[src/rtl/core/hcfp_pkg.sv]
// ----------------------------------------------------------------------------
// Host command frame parser package
// Shared payload types, stage codes and framing byte constants.
// ----------------------------------------------------------------------------
`default_nettype none

package hcfp_pkg;

  // Parser stage codes.
  typedef enum logic [1:0] {
    ST_IDLE  = 2'd0,
    ST_CMD   = 2'd1,
    ST_PARAM = 2'd2
  } stage_e;

  // Framing bytes.
  localparam logic [7:0] BYTE_START   = 8'h21;
  localparam logic [7:0] BYTE_SEP     = 8'h23;
  localparam logic [7:0] BYTE_UPPER_A = 8'h41;
  localparam logic [7:0] BYTE_UPPER_Z = 8'h5A;
  localparam logic [7:0] BYTE_CR      = 8'h0D;
  localparam logic [7:0] BYTE_LF      = 8'h0A;

  // Width of one character and of the packed text fields.
  localparam int unsigned CharW    = 8;
  localparam int unsigned TextChars = 6;
  localparam int unsigned TextW    = CharW * TextChars;
  localparam int unsigned LenW     = 3;

  // Input word: a received byte or a consume request.
  typedef struct packed {
    logic       func;
    logic [7:0] data_byte;
  } in_word_t;

  // Result word: parser status after the input word.
  typedef struct packed {
    logic              pending;
    logic [1:0]        stage;
    logic [LenW-1:0]   cmd_len;
    logic [TextW-1:0]  cmd_text;
    logic [LenW-1:0]   param_len;
    logic [TextW-1:0]  param_text;
  } out_word_t;

endpackage

`default_nettype wire

[src/rtl/core/host_command_frame_parser_top.sv]
// A result word is registered and appears on the output in the cycle after its input word is accepted.
// Throughput: one word per cycle while out_ready_i holds; the parser state is updated in the same cycle as the
// output register is loaded, so consecutive words follow with no gap.
// The output register lets a new word in while the last result waits, when it is taken.
// Reset clears the stage to idle, the pending flag, both buffers, counts and output valid.
// ----------------------------------------------------------------------------
// Host command frame parser top level
// Parses '!' CMD '#' PARAM CR/LF frames and reports parser status per word.
// ----------------------------------------------------------------------------
`default_nettype none

module host_command_frame_parser_top #(
  parameter int unsigned CMD_CHARS   = 6,
  parameter int unsigned PARAM_CHARS = 6
) (
  input  wire logic               clk_i,
  input  wire logic               rst_ni,
  input  wire logic               in_valid_i,
  output logic                    in_ready_o,
  input  wire hcfp_pkg::in_word_t in_data_i,
  output logic                    out_valid_o,
  input  wire logic               out_ready_i,
  output hcfp_pkg::out_word_t     out_data_o
);

  localparam int unsigned CmdCntW   = $clog2(CMD_CHARS + 1);
  localparam int unsigned ParamCntW = $clog2(PARAM_CHARS + 1);
  localparam int unsigned CmdPack   = (CMD_CHARS < hcfp_pkg::TextChars) ?
                                      CMD_CHARS : hcfp_pkg::TextChars;
  localparam int unsigned ParamPack = (PARAM_CHARS < hcfp_pkg::TextChars) ?
                                      PARAM_CHARS : hcfp_pkg::TextChars;

  hcfp_pkg::stage_e                  stage_q, stage_d;
  logic                              pending_q, pending_d;
  logic [CMD_CHARS-1:0][7:0]         cmd_store_q, cmd_store_d;
  logic [PARAM_CHARS-1:0][7:0]       param_store_q, param_store_d;
  logic [CmdCntW-1:0]                cmd_count_q, cmd_count_d;
  logic [ParamCntW-1:0]              param_count_q, param_count_d;
  logic                              out_valid_q;
  hcfp_pkg::out_word_t               out_data_q, out_data_d;
  logic                              in_fire;
  logic [7:0]                        b;
  logic                              is_upper;
  logic                              is_term;

  // Accept whenever the output register is empty or being emptied.
  assign in_ready_o = !out_valid_q || out_ready_i;
  assign in_fire    = in_valid_i && in_ready_o;

  assign b        = in_data_i.data_byte;
  assign is_upper = (b >= hcfp_pkg::BYTE_UPPER_A) && (b <= hcfp_pkg::BYTE_UPPER_Z);
  assign is_term  = (b == hcfp_pkg::BYTE_CR) || (b == hcfp_pkg::BYTE_LF);

  // Next parser state for the incoming word.
  always_comb begin
    stage_d       = stage_q;
    pending_d     = pending_q;
    cmd_store_d   = cmd_store_q;
    param_store_d = param_store_q;
    cmd_count_d   = cmd_count_q;
    param_count_d = param_count_q;
    if (in_data_i.func) begin
      pending_d = 1'b0;
    end else begin
      unique case (stage_q)
        hcfp_pkg::ST_CMD: begin
          if (is_upper) begin
            if (cmd_count_q < CmdCntW'(CMD_CHARS)) begin
              for (int i = 0; i < CMD_CHARS; i++) begin
                if (cmd_count_q == CmdCntW'(i)) begin
                  cmd_store_d[i] = b;
                end
              end
              cmd_count_d = cmd_count_q + CmdCntW'(1);
            end
          end else if (b == hcfp_pkg::BYTE_SEP) begin
            stage_d = hcfp_pkg::ST_PARAM;
          end else begin
            stage_d = hcfp_pkg::ST_IDLE;
          end
        end
        hcfp_pkg::ST_PARAM: begin
          if (is_term) begin
            pending_d = 1'b1;
            stage_d   = hcfp_pkg::ST_IDLE;
          end else if (param_count_q < ParamCntW'(PARAM_CHARS)) begin
            for (int i = 0; i < PARAM_CHARS; i++) begin
              if (param_count_q == ParamCntW'(i)) begin
                param_store_d[i] = b;
              end
            end
            param_count_d = param_count_q + ParamCntW'(1);
          end
        end
        default: begin
          // Idle, and the unused code which behaves as idle.
          stage_d = hcfp_pkg::ST_IDLE;
          if ((b == hcfp_pkg::BYTE_START) && !pending_q) begin
            stage_d       = hcfp_pkg::ST_CMD;
            cmd_store_d   = '0;
            param_store_d = '0;
            cmd_count_d   = '0;
            param_count_d = '0;
          end
        end
      endcase
    end
  end

  // Pack the updated state into the result word. Bytes past the count are zero.
  always_comb begin
    out_data_d            = '0;
    out_data_d.pending    = pending_d;
    out_data_d.stage      = stage_d;
    out_data_d.cmd_len    = hcfp_pkg::LenW'(cmd_count_d);
    out_data_d.param_len  = hcfp_pkg::LenW'(param_count_d);
    for (int i = 0; i < CmdPack; i++) begin
      out_data_d.cmd_text[i*8 +: 8] = cmd_store_d[i];
    end
    for (int i = 0; i < ParamPack; i++) begin
      out_data_d.param_text[i*8 +: 8] = param_store_d[i];
    end
  end

  // Parser state registers.
  always_ff @(posedge clk_i or negedge rst_ni) begin
    if (!rst_ni) begin
      stage_q       <= hcfp_pkg::ST_IDLE;
      pending_q     <= 1'b0;
      cmd_store_q   <= '0;
      param_store_q <= '0;
      cmd_count_q   <= '0;
      param_count_q <= '0;
    end else if (in_fire) begin
      stage_q       <= stage_d;
      pending_q     <= pending_d;
      cmd_store_q   <= cmd_store_d;
      param_store_q <= param_store_d;
      cmd_count_q   <= cmd_count_d;
      param_count_q <= param_count_d;
    end
  end

  // Output register valid flag.
  always_ff @(posedge clk_i or negedge rst_ni) begin
    if (!rst_ni) begin
      out_valid_q <= 1'b0;
    end else if (in_fire) begin
      out_valid_q <= 1'b1;
    end else if (out_ready_i) begin
      out_valid_q <= 1'b0;
    end
  end

  // Output register payload.
  always_ff @(posedge clk_i) begin
    if (in_fire) begin
      out_data_q <= out_data_d;
    end
  end

  assign out_valid_o = out_valid_q;
  assign out_data_o  = out_data_q;

  // The command count never passes the buffer size.
  a_cmd_count_bound: assert property (@(posedge clk_i) disable iff (!rst_ni)
    cmd_count_q <= CmdCntW'(CMD_CHARS))
    else $error("command count exceeds buffer size");

  // The parameter count never passes the buffer size.
  a_param_count_bound: assert property (@(posedge clk_i) disable iff (!rst_ni)
    param_count_q <= ParamCntW'(PARAM_CHARS))
    else $error("parameter count exceeds buffer size");

  // A frame can only complete from the parameter stage.
  a_pending_source: assert property (@(posedge clk_i) disable iff (!rst_ni)
    $rose(pending_q) |-> $past(stage_q == hcfp_pkg::ST_PARAM))
    else $error("pending set outside the parameter stage");

  // While a command is pending no new frame may be started.
  a_pending_idle: assert property (@(posedge clk_i) disable iff (!rst_ni)
    pending_q |-> (stage_q == hcfp_pkg::ST_IDLE))
    else $error("parser left idle while a command is pending");

  // An accepted word always produces a result word in the next cycle.
  a_result_follows: assert property (@(posedge clk_i) disable iff (!rst_ni)
    in_fire |=> out_valid_o)
    else $error("accepted word produced no result");

endmodule

`default_nettype wire
[config.mk]
export PLATFORM = sky130hd
export DESIGN_NAME = host_command_frame_parser_top
export DESIGN_NICKNAME = d
export VERILOG_FILES = /design/src/rtl/core/hcfp_pkg.sv /design/src/rtl/core/host_command_frame_parser_top.sv
export SDC_FILE = /design/constraint.sdc
export NUM_CORES = 1
export LEC_CHECK = 0
export BUFFER_PORTS_ARGS = -buffer_cell sky130_fd_sc_hd__buf_2
export CORE_UTILIZATION = 62
export CTS_CLUSTER_SIZE = 14
export DETAILED_ROUTE_END_ITERATION = 16
export PLACE_DENSITY_LB_ADDON = 0.05
export REMOVE_ABC_BUFFERS = 1
export SLEW_MARGIN = 20
export SYNTH_ARGS = -nofsm -noshare
export SYNTH_HDL_FRONTEND = slang
export SYNTH_SLANG_ARGS = --single-unit
export TNS_END_PERCENT = 5
[constraint.sdc]
create_clock -name clk_i -period 5.85 [get_ports clk_i]
set_clock_uncertainty 0.1 [all_clocks]
set_input_delay 0.585 -clock clk_i [delete_from_list [all_inputs] [get_ports clk_i]]
set_output_delay 0.585 -clock clk_i [all_outputs]
set_load 0.02 [all_outputs]
==> impl_results.rst, run 1 <==
.. list-table::
   :header-rows: 1

   * - Metric
     - Value
   * - Library cell with the highest instance count after synthesis
     - sky130_fd_sc_hd__a22o_1
   * - Number of sinks driven by the clock tree
     - 211
   * - Pwr/cell area
     - 295 mW/mm^2
   * - Result of the run
     - complete, but fails checks
   * - Vias in the first global route
     - 6,231
   * - Most repeated library cell on the critical path
     - sky130_fd_sc_hd__inv_1
   * - Final slew viol count
     - 0
   * - Post-Layout Cell Count
     - 977
   * - Iter 0 DRT Violations
     - 733
   * - CP Capture Type
     - flop
   * - Remaining max-slew budget at the tightest pin
     - 44.4%
   * - Total track usage
     - 29.3%
   * - Hold Worst Slack
     - -0.0119 ns
   * - Type of origin of the critical path
     - flop
   * - Footprint of the flip-flops and latches
     - 0.00581 sq mm
   * - Congestion Overflow GR
     - 0
   * - I/O Buffers
     - 119
   * - Final layout net count
     - 803
   * - Initial standard-cell utilization of the core
     - 63.1%
   * - Data arrival time of the critical path
     - 3.45 ns
   * - Post-Syn Instances
     - 674
   * - DR WL/cell
     - 22.5 um
   * - Tightest Hold Check Type
     - in2async
   * - Distinct cell type count of the synthesized netlist
     - 52
   * - Ratio of routed vias to standard cells
     - 6.67
   * - Least-Margin Pin Slew
     - 0.834 ns
   * - Area used by multi-input combinational logic
     - 0.00311 sq mm
   * - Share of power burned in registers
     - 51.8%
   * - Min Clock Period, post-route
     - 3.12 ns
   * - Slowest stage delay, CP
     - 0.83 ns
   * - Boundary pin count
     - 120
   * - Kind of critical path
     - reg2reg
   * - Buffers inserted by post-CTS timing repair
     - 0
   * - Portion of total power attributed to combinational logic
     - 5.5%
   * - Flops & latches, synth
     - 211
   * - VDD IR-drop max
     - 0.240 mV
   * - Share of total power consumed by net switching
     - 22.0%
   * - DP Cell Count
     - 939
   * - Crit path max fanout
     - 16
   * - CTS root buffer
     - sky130_fd_sc_hd__clkbuf_16
   * - H-tree lvl count
     - 1
   * - Number of detailed-route iterations in the first pass
     - 5
   * - CTS Hold Bufs
     - 0
   * - Proportion of register bits with asynchronous set or reset after synthesis
     - 50.2%
   * - Switching Power
     - 0.681 mW
   * - Largest delay share family, worst path
     - simple AND/OR/NAND/NOR gates
   * - Sequential area share after synthesis
     - 63.5%
   * - Vias after detailed routing
     - 6,514
   * - Post-synth top area share
     - 34.5%
   * - Setup violators final
     - 0
   * - Dpl hpwl
     - 13,700 um
   * - Fraction of layout instances using a drive strength above 1
     - 24.1%
   * - Worst-Skew Late Latency
     - 0.48 ns
   * - Die area
     - 0.0152 sq mm
   * - Commonest register cell after synthesis
     - sky130_fd_sc_hd__dfrtp_1
   * - Cell types with the largest area share after synthesis
     - sky130_fd_sc_hd__edfxtp_1 (34%), sky130_fd_sc_hd__dfrtp_1 (29%), sky130_fd_sc_hd__a22o_1 (10%)
   * - Filler cell count in the final layout
     - 984
   * - Die W
     - 123 um
   * - Violated checks
     - hold timing
   * - Synth Warn #
     - 0
   * - Drt drc
     - 0
   * - Clock share of power
     - 42.7%
   * - Clock-pin transition on the worst setup and hold timing paths
     - 0.07 ns
   * - Row cnt
     - 44
   * - Post-route clock period utilization
     - 53.4%
   * - Area added between synthesis and finish
     - 14.9%
   * - Number of buffers created by CTS
     - 21
   * - Core outline area
     - 0.0145 sq mm
   * - Wire length of the first global-routing pass
     - 33,600 um
   * - Achievable clock frequency
     - 320 MHz
   * - Final Hold Violating Endpoints
     - 6
   * - Final weighted congestion in routability-driven placement
     - 0.886
   * - Post-Syn Area
     - 0.00914 sq mm
   * - Antenna-violating nets left
     - 0
   * - Data required, critical path
     - 6.17 ns
   * - Fin Setup TNS
     - 0 ns
   * - Leakage power
     - 4.45 nW
   * - Cell at the slowest stage of the critical path
     - sky130_fd_sc_hd__nor3_1
   * - Most area-hungry cell type in the Yosys netlist
     - sky130_fd_sc_hd__edfxtp_1
   * - Total wirelength of the detailed-routed design
     - 22,000 um
   * - Buf/Inv on CP
     - 2
   * - Number of flops mapped to enable cells by yosys
     - 105
   * - Longest Clk Path Bufs
     - 3
   * - Cell breakdown of the critical path
     - inv_1 -> ha_1 -> inv_1 -> nand4_1 -> nor3_1 -> a22o_1
   * - Ranking of synthesized cells by instance count
     - sky130_fd_sc_hd__a22o_1 (109), sky130_fd_sc_hd__dfrtp_1 (106), sky130_fd_sc_hd__edfxtp_1 (105)
   * - Clock tree from TritonCTS
     - done
   * - Average size of a mapped cell
     - 13.6 sq um
   * - Unrepaired setup endpoints after global routing
     - no
   * - Count of cells resized by post-cts repair
     - 0
   * - Die Ht
     - 123 um
   * - Internal Dissipation
     - 2.42 mW
   * - Count of maximum capacitance violations
     - 0
   * - Number of antenna violations at the first check in global routing
     - 1
   * - Maximum number of pins on one net before global-route repair
     - 64
-- area by class of cell --
| cell class | instances | area share (%) |
|---|---|---|
| antenna | 1 | 0.0238 |
| clock buffer | 31 | 5.65 |
| clock inverter | 6 | 0.798 |
| inverter | 13 | 0.489 |
| multi-input combinational | 408 | 29.6 |
| sequential | 211 | 55.3 |
| tap | 184 | 2.19 |
| timing repair buffer | 123 | 5.98 |
-- worst register-to-register path, cell delays in order, from the launching register on --
cell                      delay [ns]
sky130_fd_sc_hd__dfrtp_1        0.39
sky130_fd_sc_hd__inv_1          0.06
sky130_fd_sc_hd__ha_1           0.50
sky130_fd_sc_hd__inv_1          0.29
sky130_fd_sc_hd__nand4_1        0.66
sky130_fd_sc_hd__nor3_1         0.84
sky130_fd_sc_hd__a22o_1         0.24
-- placed cells by master (no fill, tap or decap), drive strengths merged, types with 2 or more instances in the layout --
| cell type | n |
|---|---|
| buf | 123 |
| a22o | 109 |
| dfrtp | 106 |
| edfxtp | 105 |
| o21ai | 41 |
| a32o | 36 |
| nor2 | 32 |
| nand2 | 31 |
| and2 | 31 |
| clkbuf | 31 |
| o2bb2ai | 19 |
| ha | 12 |
| inv | 12 |
| a21oi | 10 |
| and3 | 9 |
| o21a | 8 |
| nor3 | 8 |
| nor2b | 7 |
| o31ai | 7 |
| nor3b | 7 |
| nand4 | 6 |
| clkinv | 5 |
| or2 | 4 |
| a21o | 4 |
| o22a | 4 |
| nand2b | 4 |
| a31oi | 3 |
| nand3 | 3 |
| nor4 | 2 |
| a21boi | 2 |
| bufinv | 2 |
-- metal layers --
metal / global-route usage [%] / routed length [um]
met2: 44.9 / 10500
met1: 43.5 / 9220
met3: 4.24 / 1880
met4: 9.11 / 374
met5: 0 / 0
-- final timing paths --
path,from,end,slack [ns],cells after the start
worst max register to register,stage_q[0]$_DFFE_PN0P_,param_store_q[2]$_DFFE_PN0P_,2.73,6
min in group clk_i,in_valid_i,out_valid_o$_DFFE_PN0P_,0.29,2
max in group asynchronous,rst_ni,cmd_store_q[26]$_DFFE_PN0P_,4.38,2
worst min-delay path,rst_ni,param_store_q[5]$_DFFE_PN0P_,-0.01,1
worst max-delay path,stage_q[0]$_DFFE_PN0P_,param_store_q[2]$_DFFE_PN0P_,2.73,6
worst min register to register,cmd_store_q[23]$_DFFE_PN0P_,cmd_store_q[23]$_DFFE_PN0P_,0.38,1
-- cells by family after synthesis --
logic type	synth area share, %
flip-flops	63.5
buffers and inverters	2.52
AND/OR/NAND/NOR	9.59
adder cells (fa/ha/maj)	1.64
AO/OA/AOI/OAI	22.7
-- metrics by stage --
stage	instance area (sq um)	power (mW)	hold slack, ns	setup slack, ns	utilization [%]
2_1_floorplan	8960	1.72	0.189	2.07	-
3_3_place_gp	9820	1.80	0.360	2.68	67.8
3_5_place_dp	9820	1.81	0.367	2.60	67.8
4_1_cts	10500	3.12	0.00724	2.83	72.5
5_1_grt	10500	3.18	0.0303	2.64	72.5
6_report	10500	3.10	-0.0119	2.73	72.5
-- power groups by stage --
stage	clock [mW]	sequential (mW)	combinational, mW
after global routing	1.39	1.61	0.185
after detailed placement	0	1.63	0.171
after CTS	1.34	1.61	0.172
after floorplan	0	1.68	0.0417
final	1.32	1.61	0.171
after global placement	0	1.63	0.169
-- state kept, by name (all words and copies together) (netlist names) --
signal,flops
param_store_q,48
stage_q,2
cmd_count_q,3
out_valid_o,1
cmd_store_q,48
param_count_q,3
out_data_o,105
pending_q,1
Power figures use the tool's default switching activity.
==> run 2, diff against run 1 <==
--- a/config.mk
+++ b/config.mk
@@ -5,8 +5,9 @@
 export SDC_FILE = /design/constraint.sdc
 export NUM_CORES = 1
 export LEC_CHECK = 0
+export ABC_AREA = 1
 export BUFFER_PORTS_ARGS = -buffer_cell sky130_fd_sc_hd__buf_2
-export CORE_UTILIZATION = 62
+export CORE_UTILIZATION = 55
 export CTS_CLUSTER_SIZE = 14
 export DETAILED_ROUTE_END_ITERATION = 16
 export PLACE_DENSITY_LB_ADDON = 0.05
==> constraint.sdc (replaced) <==
create_clock -name clk_i -period 2.7 [get_ports clk_i]
set_clock_uncertainty 0.1 [all_clocks]
set_input_delay 0.27 -clock clk_i [delete_from_list [all_inputs] [get_ports clk_i]]
set_output_delay 0.27 -clock clk_i [all_outputs]
set_load 0.02 [all_outputs]
==> run 2 against run 1 <==
Against the previous run: synthesized area rose by 38%; critical endpoint is now out_data_o[26]$_DFFE_PP_; the run now ends clean; register-to-register slack got worse by 2.2 ns; die area rose by 54%; worst setup slack got worse by 2.2 ns; first-iteration DRC count rose by 4.1%; worst hold slack improved by 0.11 ns.
==> impl_results.rst, run 2 <==
.. list-table::
   :header-rows: 1

   * - Metric
     - Value
   * - Row cnt
     - 55 (+25%)
   * - I/O Buffers
     - 119 (unchanged)
   * - Max FFs per register
     - 105 (unchanged)
   * - Average size of a mapped cell
     - 6.99 sq um (-48%)
   * - Number of buffers created by CTS
     - 24 (+14%)
   * - Pwr/cell area
     - 737 mW/mm^2 (+150%)
   * - Crit path max fanout
     - 9 (-7)
   * - Count of maximum capacitance violations
     - 0 (unchanged)
   * - Core outline area
     - 0.0226 sq mm (+56%)
   * - Dominant combinational cell family by area after synthesis
     - simple AND/OR/NAND/NOR gates
   * - Type of origin of the critical path
     - flop
   * - Global routing usage on met3
     - 3.57% (-0.67 points)
   * - H-tree lvl count
     - 1 (unchanged)
   * - Adder-cell share of the synthesized area
     - 1.19% (-0.45 points)
   * - DR WL/cell
     - 14.6 um (-35%)
   * - Proportion of register bits with asynchronous set or reset after synthesis
     - 50.2% (unchanged)
   * - DP Worst Slack
     - 0.554 ns (-2.05 ns)
   * - Congestion Overflow GR
     - 0 (unchanged)
   * - Dpl hpwl
     - 19,100 um (+39%)
   * - Synth Warn #
     - 0 (unchanged)
   * - DP Cell Count
     - 2,140 (+130%)
   * - Total chip power
     - 10.5 mW (+240%)
   * - Tightest Hold Check Type
     - in2async
   * - Unrepaired setup endpoints after global routing
     - no
   * - Worst Setup Slack, final
     - 0.531 ns (-2.19 ns)
   * - Placed cell areas
     - 0.0134 sq mm (+37%)
   * - Die area
     - 0.0235 sq mm (+54%)
   * - Footprint of the flip-flops and latches
     - 0.00581 sq mm (unchanged)
   * - Most area-hungry cell type in the Yosys netlist
     - sky130_fd_sc_hd__nand2_1
   * - Leakage power
     - 7.37 nW (+65%)
   * - Area added between synthesis and finish
     - 13.1%
   * - Post-Syn Instances
     - 1,803 (+170%)
   * - Antenna-violating nets left
     - 0 (unchanged)
   * - Boundary pin count
     - 120 (unchanged)
   * - Flops & latches, synth
     - 211 (unchanged)
   * - Achievable clock frequency
     - 461 MHz (+44%)
   * - Vias after detailed routing
     - 11.4k (+75%)
   * - Library cell with the highest instance count after synthesis
     - sky130_fd_sc_hd__nand2_1
   * - Total wirelength of the detailed-routed design
     - 31,900 um (+45%)
   * - Most Used Layer, Global Route
     - met2
   * - Post-synthesis xor/xnor area fraction
     - 0.0695% (+0.069 points)
   * - Die Ht
     - 153 um (+24%)
   * - Post-synth top area share
     - 33.1% (-1.4 points)
   * - Most common library cell in the layout ignoring fill and taps
     - sky130_fd_sc_hd__nand2_1
   * - Final core occ
     - 63.1% (-9.4 points)
   * - Initial standard-cell utilization of the core
     - 55.8% (-7.3 points)
   * - CTS root buffer
     - sky130_fd_sc_hd__clkbuf_16
   * - Distinct cell type count of the synthesized netlist
     - 32 (-38%)
   * - Kind of critical path
     - reg2reg
   * - Hold Worst Slack
     - 0.0961 ns (+0.108 ns)
   * - Iter 0 DRT Violations
     - 763 (+4.1%)
   * - Fraction of the mapped netlist area in simple logic gates
     - 40.6% (+31 points)
   * - Number of flops mapped to enable cells by yosys
     - 105 (unchanged)
   * - Number of sinks driven by the clock tree
     - 211 (unchanged)
   * - Final slew viol count
     - 0 (unchanged)
   * - Fraction of layout instances using a drive strength above 1
     - 13.5% (-11 points)
   * - Wire length of the first global-routing pass
     - 53,000 um (+58%)
   * - Sequential area share after synthesis
     - 46.1% (-17 points)
   * - Met1 routing resource usage after global routing
     - 38.5% (-5.0 points)
   * - Longest Clk Path Bufs
     - 3 (unchanged)
   * - Count of cells resized by post-cts repair
     - 0 (unchanged)
   * - Buffers inserted by post-CTS timing repair
     - 0 (unchanged)
   * - Vias in the first global route
     - 10.4k (+66%)
   * - Min Clock Period, post-route
     - 2.17 ns (-0.955 ns)
   * - Worst-Skew Late Latency
     - 0.52 ns (+0.04 ns)
   * - Number of detailed-route iterations in the first pass
     - 5 (unchanged)
   * - CP Capture Type
     - flop
   * - Remaining max-slew budget at the tightest pin
     - 60.5% (+16 points)
   * - Clock tree from TritonCTS
     - done
   * - Final layout net count
     - 1,908 (+140%)
   * - Worst setup path startpoint
     - param_count_q[1]$_DFFE_PN0P_
   * - Final Hold Violating Endpoints
     - 0 (-6)
   * - Final weighted congestion in routability-driven placement
     - 0.842 (-4.9%)
   * - Least-Margin Pin Slew
     - 0.592 ns (-0.242 ns)
   * - Post-Syn Area
     - 0.0126 sq mm (+38%)
   * - Compound-cell area share of the yosys netlist
     - 5.13% (-18 points)
   * - Most used cells in the layout excluding fill and tap cells
     - sky130_fd_sc_hd__nand2_1 (1,110), sky130_fd_sc_hd__buf_2 (118), sky130_fd_sc_hd__dfrtp_1 (106)
   * - Post-route clock period utilization
     - 80.3% (+27 points)
   * - Die W
     - 153 um (+24%)
   * - Fin Setup TNS
     - 0 ns (unchanged)
   * - Post-Layout Cell Count
     - 2,187 (+120%)
   * - Ranking of synthesized cells by instance count
     - sky130_fd_sc_hd__nand2_1 (1,111), sky130_fd_sc_hd__dfrtp_1 (106), sky130_fd_sc_hd__edfxtp_1 (105)
   * - Data required, critical path
     - 2.87 ns (-3.30 ns)
   * - Proportion of synthesized area in mux cells
     - 0% (unchanged)
   * - Ratio of routed vias to standard cells
     - 5.21 (-22%)
   * - Maximum number of pins on one net before global-route repair
     - 100 (+56%)
   * - Data arrival time of the critical path
     - 2.33 ns (-1.12 ns)
   * - Number of antenna violations at the first check in global routing
     - 1 (unchanged)
   * - Commonest register cell after synthesis
     - sky130_fd_sc_hd__dfrtp_1
   * - Result of the run
     - finished clean
   * - Setup violators final
     - 0 (unchanged)
   * - Clock-pin transition on the worst setup and hold timing paths
     - 0.06 ns (about the same)
   * - Total track usage
     - 27.8% (-1.5 points)
   * - Cell types with the largest area share after synthesis
     - sky130_fd_sc_hd__nand2_1 (33%), sky130_fd_sc_hd__edfxtp_1 (25%), sky130_fd_sc_hd__dfrtp_1 (21%)
   * - Area used by multi-input combinational logic
     - 0.00594 sq mm (+91%)
   * - Worst r2r src
     - param_count_q[1]$_DFFE_PN0P_
   * - VDD IR-drop max
     - 0.530 mV (+120%)
   * - Drt drc
     - 0 (unchanged)
   * - Filler cell count in the final layout
     - 2,053 (+110%)
   * - Global routing usage on met2
     - 45.4% (+0.54 points)
   * - Area of all placed cells without fillers
     - 0.0143 sq mm (+36%)
==> run 2: metal layers <==
metal / up-vias / wire, um
li1: 5800 / -
met1: 5246 / 14400
met2: 295 / 15100
met3: 49 / 1690
met4: 0 / 742
met5: - / 0
==> run 2: path summary, 6_finish.rpt <==
| path | endpoint | slack [ns] | depth (start not counted) |
|---|---|---|---|
| setup reg to reg | out_data_o[26]$_DFFE_PP_ | 0.53 | 13 |
| hold / removal | cmd_store_q[45]$_DFFE_PN0P_ | 0.1 | 2 |
| setup / recovery | out_data_o[26]$_DFFE_PP_ | 0.53 | 13 |
| hold reg to reg | cmd_store_q[23]$_DFFE_PN0P_ | 0.41 | 2 |
| min in group clk_i | stage_q[0]$_DFFE_PN0P_ | 0.10 | 4 |
| max in group asynchronous | cmd_store_q[16]$_DFFE_PN0P_ | 1.64 | 3 |
==> run 2: cells by family (layout without fill, tap and decap cells) <==
group	after synthesis	in the layout
AOI/OAI and AO/OA	128	128
xor gates and xnor gates	1	1
adders and majority gates	12	12
buffers and inverters	188	286
DFF	211	211
other	0	1
and+or+nand+nor	1263	1263
==> run 2: repair_timing <==
item,CTS,global route
endpoints found under the setup margin,0,0
hold buffers,2,0
endpoints found under the hold margin,77,0
==> run 2: layout make-up <==
| type | count | share of cell area (%) |
|---|---|---|
| inverters | 86 | 2.37 |
| flip-flops and latches | 211 | 40.7 |
| clock inverters | 14 | 1.09 |
| well taps | 285 | 2.50 |
| diodes | 1 | 0.0176 |
| clock buffers | 30 | 4.66 |
| repair buffers | 156 | 6.97 |
| multi-input cells | 1404 | 41.7 |
==> run 2: power by group <==
part	total, mW	leakage (nW)	switching (mW)	internal, mW
Sequential	4.44	2.48	0.437	4.00
Clock	3.35	0.402	1.32	2.03
Combinational	2.71	4.49	1.85	0.869
Total	10.5	7.37	3.60	6.90
==> run 2: worst max-delay path: stages, from the launching register on <==
cell	delay [ns]
sky130_fd_sc_hd__dfrtp_1	0.50
sky130_fd_sc_hd__ha_1	0.21
sky130_fd_sc_hd__ha_1	0.33
sky130_fd_sc_hd__inv_1	0.21
sky130_fd_sc_hd__nand2_1	0.10
sky130_fd_sc_hd__nand2_1	0.05
sky130_fd_sc_hd__nand2_1	0.05
sky130_fd_sc_hd__nand2_1	0.05
sky130_fd_sc_hd__nand2_1	0.06
sky130_fd_sc_hd__nand2_1	0.05
sky130_fd_sc_hd__nand2_1	0.05
sky130_fd_sc_hd__nand2_1	0.05
sky130_fd_sc_hd__nand2_1	0.05
sky130_fd_sc_hd__nand2_1	0.07
==> run 3, diff against run 2 <==
--- a/config.mk
+++ b/config.mk
@@ -7,7 +7,7 @@
 export LEC_CHECK = 0
 export ABC_AREA = 1
 export BUFFER_PORTS_ARGS = -buffer_cell sky130_fd_sc_hd__buf_2
-export CORE_UTILIZATION = 55
+export CORE_UTILIZATION = 60
 export CTS_CLUSTER_SIZE = 14
 export DETAILED_ROUTE_END_ITERATION = 16
 export PLACE_DENSITY_LB_ADDON = 0.05
==> constraint.sdc (replaced) <==
create_clock -name clk_i -period 2.1 [get_ports clk_i]
set_clock_uncertainty 0.1 [all_clocks]
set_input_delay 0.21 -clock clk_i [delete_from_list [all_inputs] [get_ports clk_i]]
set_output_delay 0.21 -clock clk_i [all_outputs]
set_load 0.02 [all_outputs]
==> run 3 against run 2 <==
Against the previous run: cell area up 1.1%; utilization up 7.4 points; via count rose by 2.6%; sequential power up 29%; global-route usage rose by 2.4 points; fmax up 11%; largest power group unchanged; highest routed layer is now met5.
==> impl_results.rst, run 3 (synthesis results as in run 2) <==
.. list-table::
   :header-rows: 1

   * - Metric
     - Value
   * - Clock tree from TritonCTS
     - done
   * - Die W
     - 147 um (-4.2%)
   * - Number of detailed-route iterations in the first pass
     - 7 (+2)
   * - Total wirelength of the detailed-routed design
     - 32,000 um (+0.31%)
   * - Leakage power
     - 7.46 nW (+1.3%)
   * - I/O Buffers
     - 119 (unchanged)
   * - Most used cells in the layout excluding fill and tap cells
     - sky130_fd_sc_hd__nand2_1 (1,109), sky130_fd_sc_hd__buf_2 (118), sky130_fd_sc_hd__edfxtp_1 (105)
   * - Pwr/cell area
     - 936 mW/mm^2 (+27%)
   * - Iter 0 DRT Violations
     - 952 (+25%)
   * - Antenna-violating nets left
     - 0 (unchanged)
   * - Die area
     - 0.0216 sq mm (-8.2%)
   * - CP Capture Type
     - flop
   * - Filler cell count in the final layout
     - 1,726 (-16%)
   * - Wire length of the first global-routing pass
     - 52,900 um (-0.18%)
   * - Congestion Overflow GR
     - 0 (unchanged)
   * - Min-delay src
     - in_valid_i
   * - Number of sinks driven by the clock tree
     - 211 (unchanged)
   * - VDD IR-drop max
     - 1.19 mV (+120%)
   * - Hold Worst Slack
     - 0.0310 ns (-0.0650 ns)
   * - Most common library cell in the layout ignoring fill and taps
     - sky130_fd_sc_hd__nand2_1
   * - Core outline area
     - 0.0204 sq mm (-9.5%)
   * - Longest Clk Path Bufs
     - 3 (unchanged)
   * - Boundary pin count
     - 120 (unchanged)
   * - Vias in the first global route
     - 10.7k (+3.8%)
   * - Buffers inserted by post-CTS timing repair
     - 0 (unchanged)
   * - Fin Setup TNS
     - 0 ns (unchanged)
   * - Least-Margin Pin Slew
     - 0.529 ns (-0.0632 ns)
   * - Initial standard-cell utilization of the core
     - 61.7% (+5.9 points)
   * - Crit path max fanout
     - 16 (+7)
   * - Drt drc
     - 0 (unchanged)
   * - Post-route clock period utilization
     - 93.0% (+13 points)
   * - Vias after detailed routing
     - 11.7k (+2.6%)
   * - Data arrival time of the critical path
     - 2.32 ns (about the same)
   * - Number of antenna violations at the first check in global routing
     - 1 (unchanged)
   * - Result of the run
     - finished clean
   * - Worst setup path startpoint
     - param_count_q[1]$_DFFE_PN0P_
   * - Clock-pin transition on the worst setup and hold timing paths
     - 0.06 ns (about the same)
   * - Worst-Skew Late Latency
     - 0.53 ns (about the same)
   * - Achievable clock frequency
     - 512 MHz (+11%)
   * - Final layout net count
     - 1,927 (+1.0%)
   * - Area added between synthesis and finish
     - 14.4%
   * - Remaining max-slew budget at the tightest pin
     - 64.7% (+4.2 points)
   * - Setup violators final
     - 0 (unchanged)
   * - Data required, critical path
     - 2.46 ns (-0.41 ns)
   * - Dpl hpwl
     - 19,600 um (+2.6%)
   * - Maximum number of pins on one net before global-route repair
     - 100 (unchanged)
   * - Final weighted congestion in routability-driven placement
     - 0.905 (+7.4%)
   * - Total track usage
     - 30.2% (+2.4 points)
   * - Worst r2r src
     - param_count_q[1]$_DFFE_PN0P_
   * - Final antenna diode count
     - 0 (-1)
   * - Fraction of layout instances using a drive strength above 1
     - 14.6% (+1.1 points)
   * - Count of maximum capacitance violations
     - 0 (unchanged)
   * - Die Ht
     - 147 um (-4.2%)
   * - Final slew viol count
     - 0 (unchanged)
   * - Number of buffers created by CTS
     - 24 (unchanged)
   * - R2r setup slk
     - 0.15 ns (-0.38 ns)
   * - Total chip power
     - 13.5 mW (+28%)
   * - Tightest Hold Check Type
     - in2reg
   * - H-tree lvl count
     - 1 (unchanged)
   * - Kind of critical path
     - reg2reg
   * - Unrepaired setup endpoints after global routing
     - yes
   * - Ratio of routed vias to standard cells
     - 5.34 (+2.5%)
   * - Min Clock Period, post-route
     - 1.95 ns (-0.215 ns)
   * - Row cnt
     - 52 (-5.5%)
   * - Max FFs per register
     - 105 (unchanged)
   * - CTS root buffer
     - sky130_fd_sc_hd__clkbuf_16
   * - Type of origin of the critical path
     - flop
   * - Final Hold Violating Endpoints
     - 0 (unchanged)
   * - DR WL/cell
     - 14.6 um (+0.17%)
[run 3: cell types whose count changed in the layout (fill, tap and decap cells not counted), moves of 2 or more]
cell,previous run,this run
sky130_fd_sc_hd__dfrtp_1,106,102
sky130_fd_sc_hd__inv_2,9,11
sky130_fd_sc_hd__clkbuf_1,3,7
sky130_fd_sc_hd__dfrtp_2,0,4
sky130_fd_sc_hd__buf_12,9,16
sky130_fd_sc_hd__bufinv_16,3,1
sky130_fd_sc_hd__inv_1,73,71
sky130_fd_sc_hd__clkinv_4,3,1
sky130_fd_sc_hd__buf_4,27,39
[run 3: timing repair]
item                                   4_1_cts  5_1_grt
gates resized for setup                      0        8
setup endpoints to repair                    0       49
endpoints found under the hold margin      107        0
hold buffers                                 2        0
[run 3: report_power, final]
part           leakage, nW  switching, mW  internal (mW)
Sequential            2.47          0.572           5.15
Clock                0.375           1.71           2.40
Combinational         4.62           2.42           1.24
Total                 7.46           4.70           8.79
[run 3: path summary, 6_finish.rpt]
path / to / cells past startpoint
min: param_store_q[8]$_DFFE_PN0P_ / 5
min reg2reg: cmd_store_q[47]$_DFFE_PN0P_ / 2
max in group asynchronous: cmd_count_q[1]$_DFFE_PN0P_ / 3
max: param_store_q[20]$_DFFE_PN0P_ / 14
max reg2reg: param_store_q[20]$_DFFE_PN0P_ / 14
min in group asynchronous: cmd_store_q[46]$_DFFE_PN0P_ / 2
[run 3: worst max-delay path: stages (launching register included)]
cell and delay, ns:
sky130_fd_sc_hd__dfrtp_1 0.44, sky130_fd_sc_hd__buf_4 0.18, sky130_fd_sc_hd__ha_1 0.17, sky130_fd_sc_hd__nand2_1 0.07, sky130_fd_sc_hd__buf_4 0.21, sky130_fd_sc_hd__nand2_1 0.08, sky130_fd_sc_hd__o21ai_0 0.10, sky130_fd_sc_hd__nand2_1 0.09
sky130_fd_sc_hd__nand2_1 0.06, sky130_fd_sc_hd__nand2_1 0.04, sky130_fd_sc_hd__nand2_1 0.06, sky130_fd_sc_hd__nand2_1 0.04, sky130_fd_sc_hd__nand2_1 0.12, sky130_fd_sc_hd__nand2_1 0.07, sky130_fd_sc_hd__nand2_1 0.05
[run 3: cell type report]
class | count | area, sq um | share of cell area (%)
clock inverter | 9 | 70.1 | 0.486
tap | 270 | 338 | 2.34
inverter | 86 | 335 | 2.33
sequential | 211 | 5810 | 40.3
timing repair buffer | 175 | 1220 | 8.49
multi-input combinational | 1404 | 5940 | 41.2
clock buffer | 35 | 693 | 4.81
[run 3: stage by stage]
stage / cells / utilization, % / area [sq um] / worst slack (ns)
CTS: 2190 / 70.5 / 14400 / 0.110
finish: 2190 / 70.5 / 14400 / 0.146
global placement: 2144 / 66.7 / 13600 / 0.164
global route: 2190 / 70.5 / 14400 / -0.00728
floorplan: 1701 / - / 12100 / -4.68
detailed placement: 2144 / 66.7 / 13600 / 0.129
[run 3: per-layer routing]
layer / global-route usage [%] / part of all wire, %
met1: 40.2 / 43
met2: 51.4 / 48
met3: 3.91 / 6.4
met4: 9.48 / 2.3
met5: 0 / 0.041
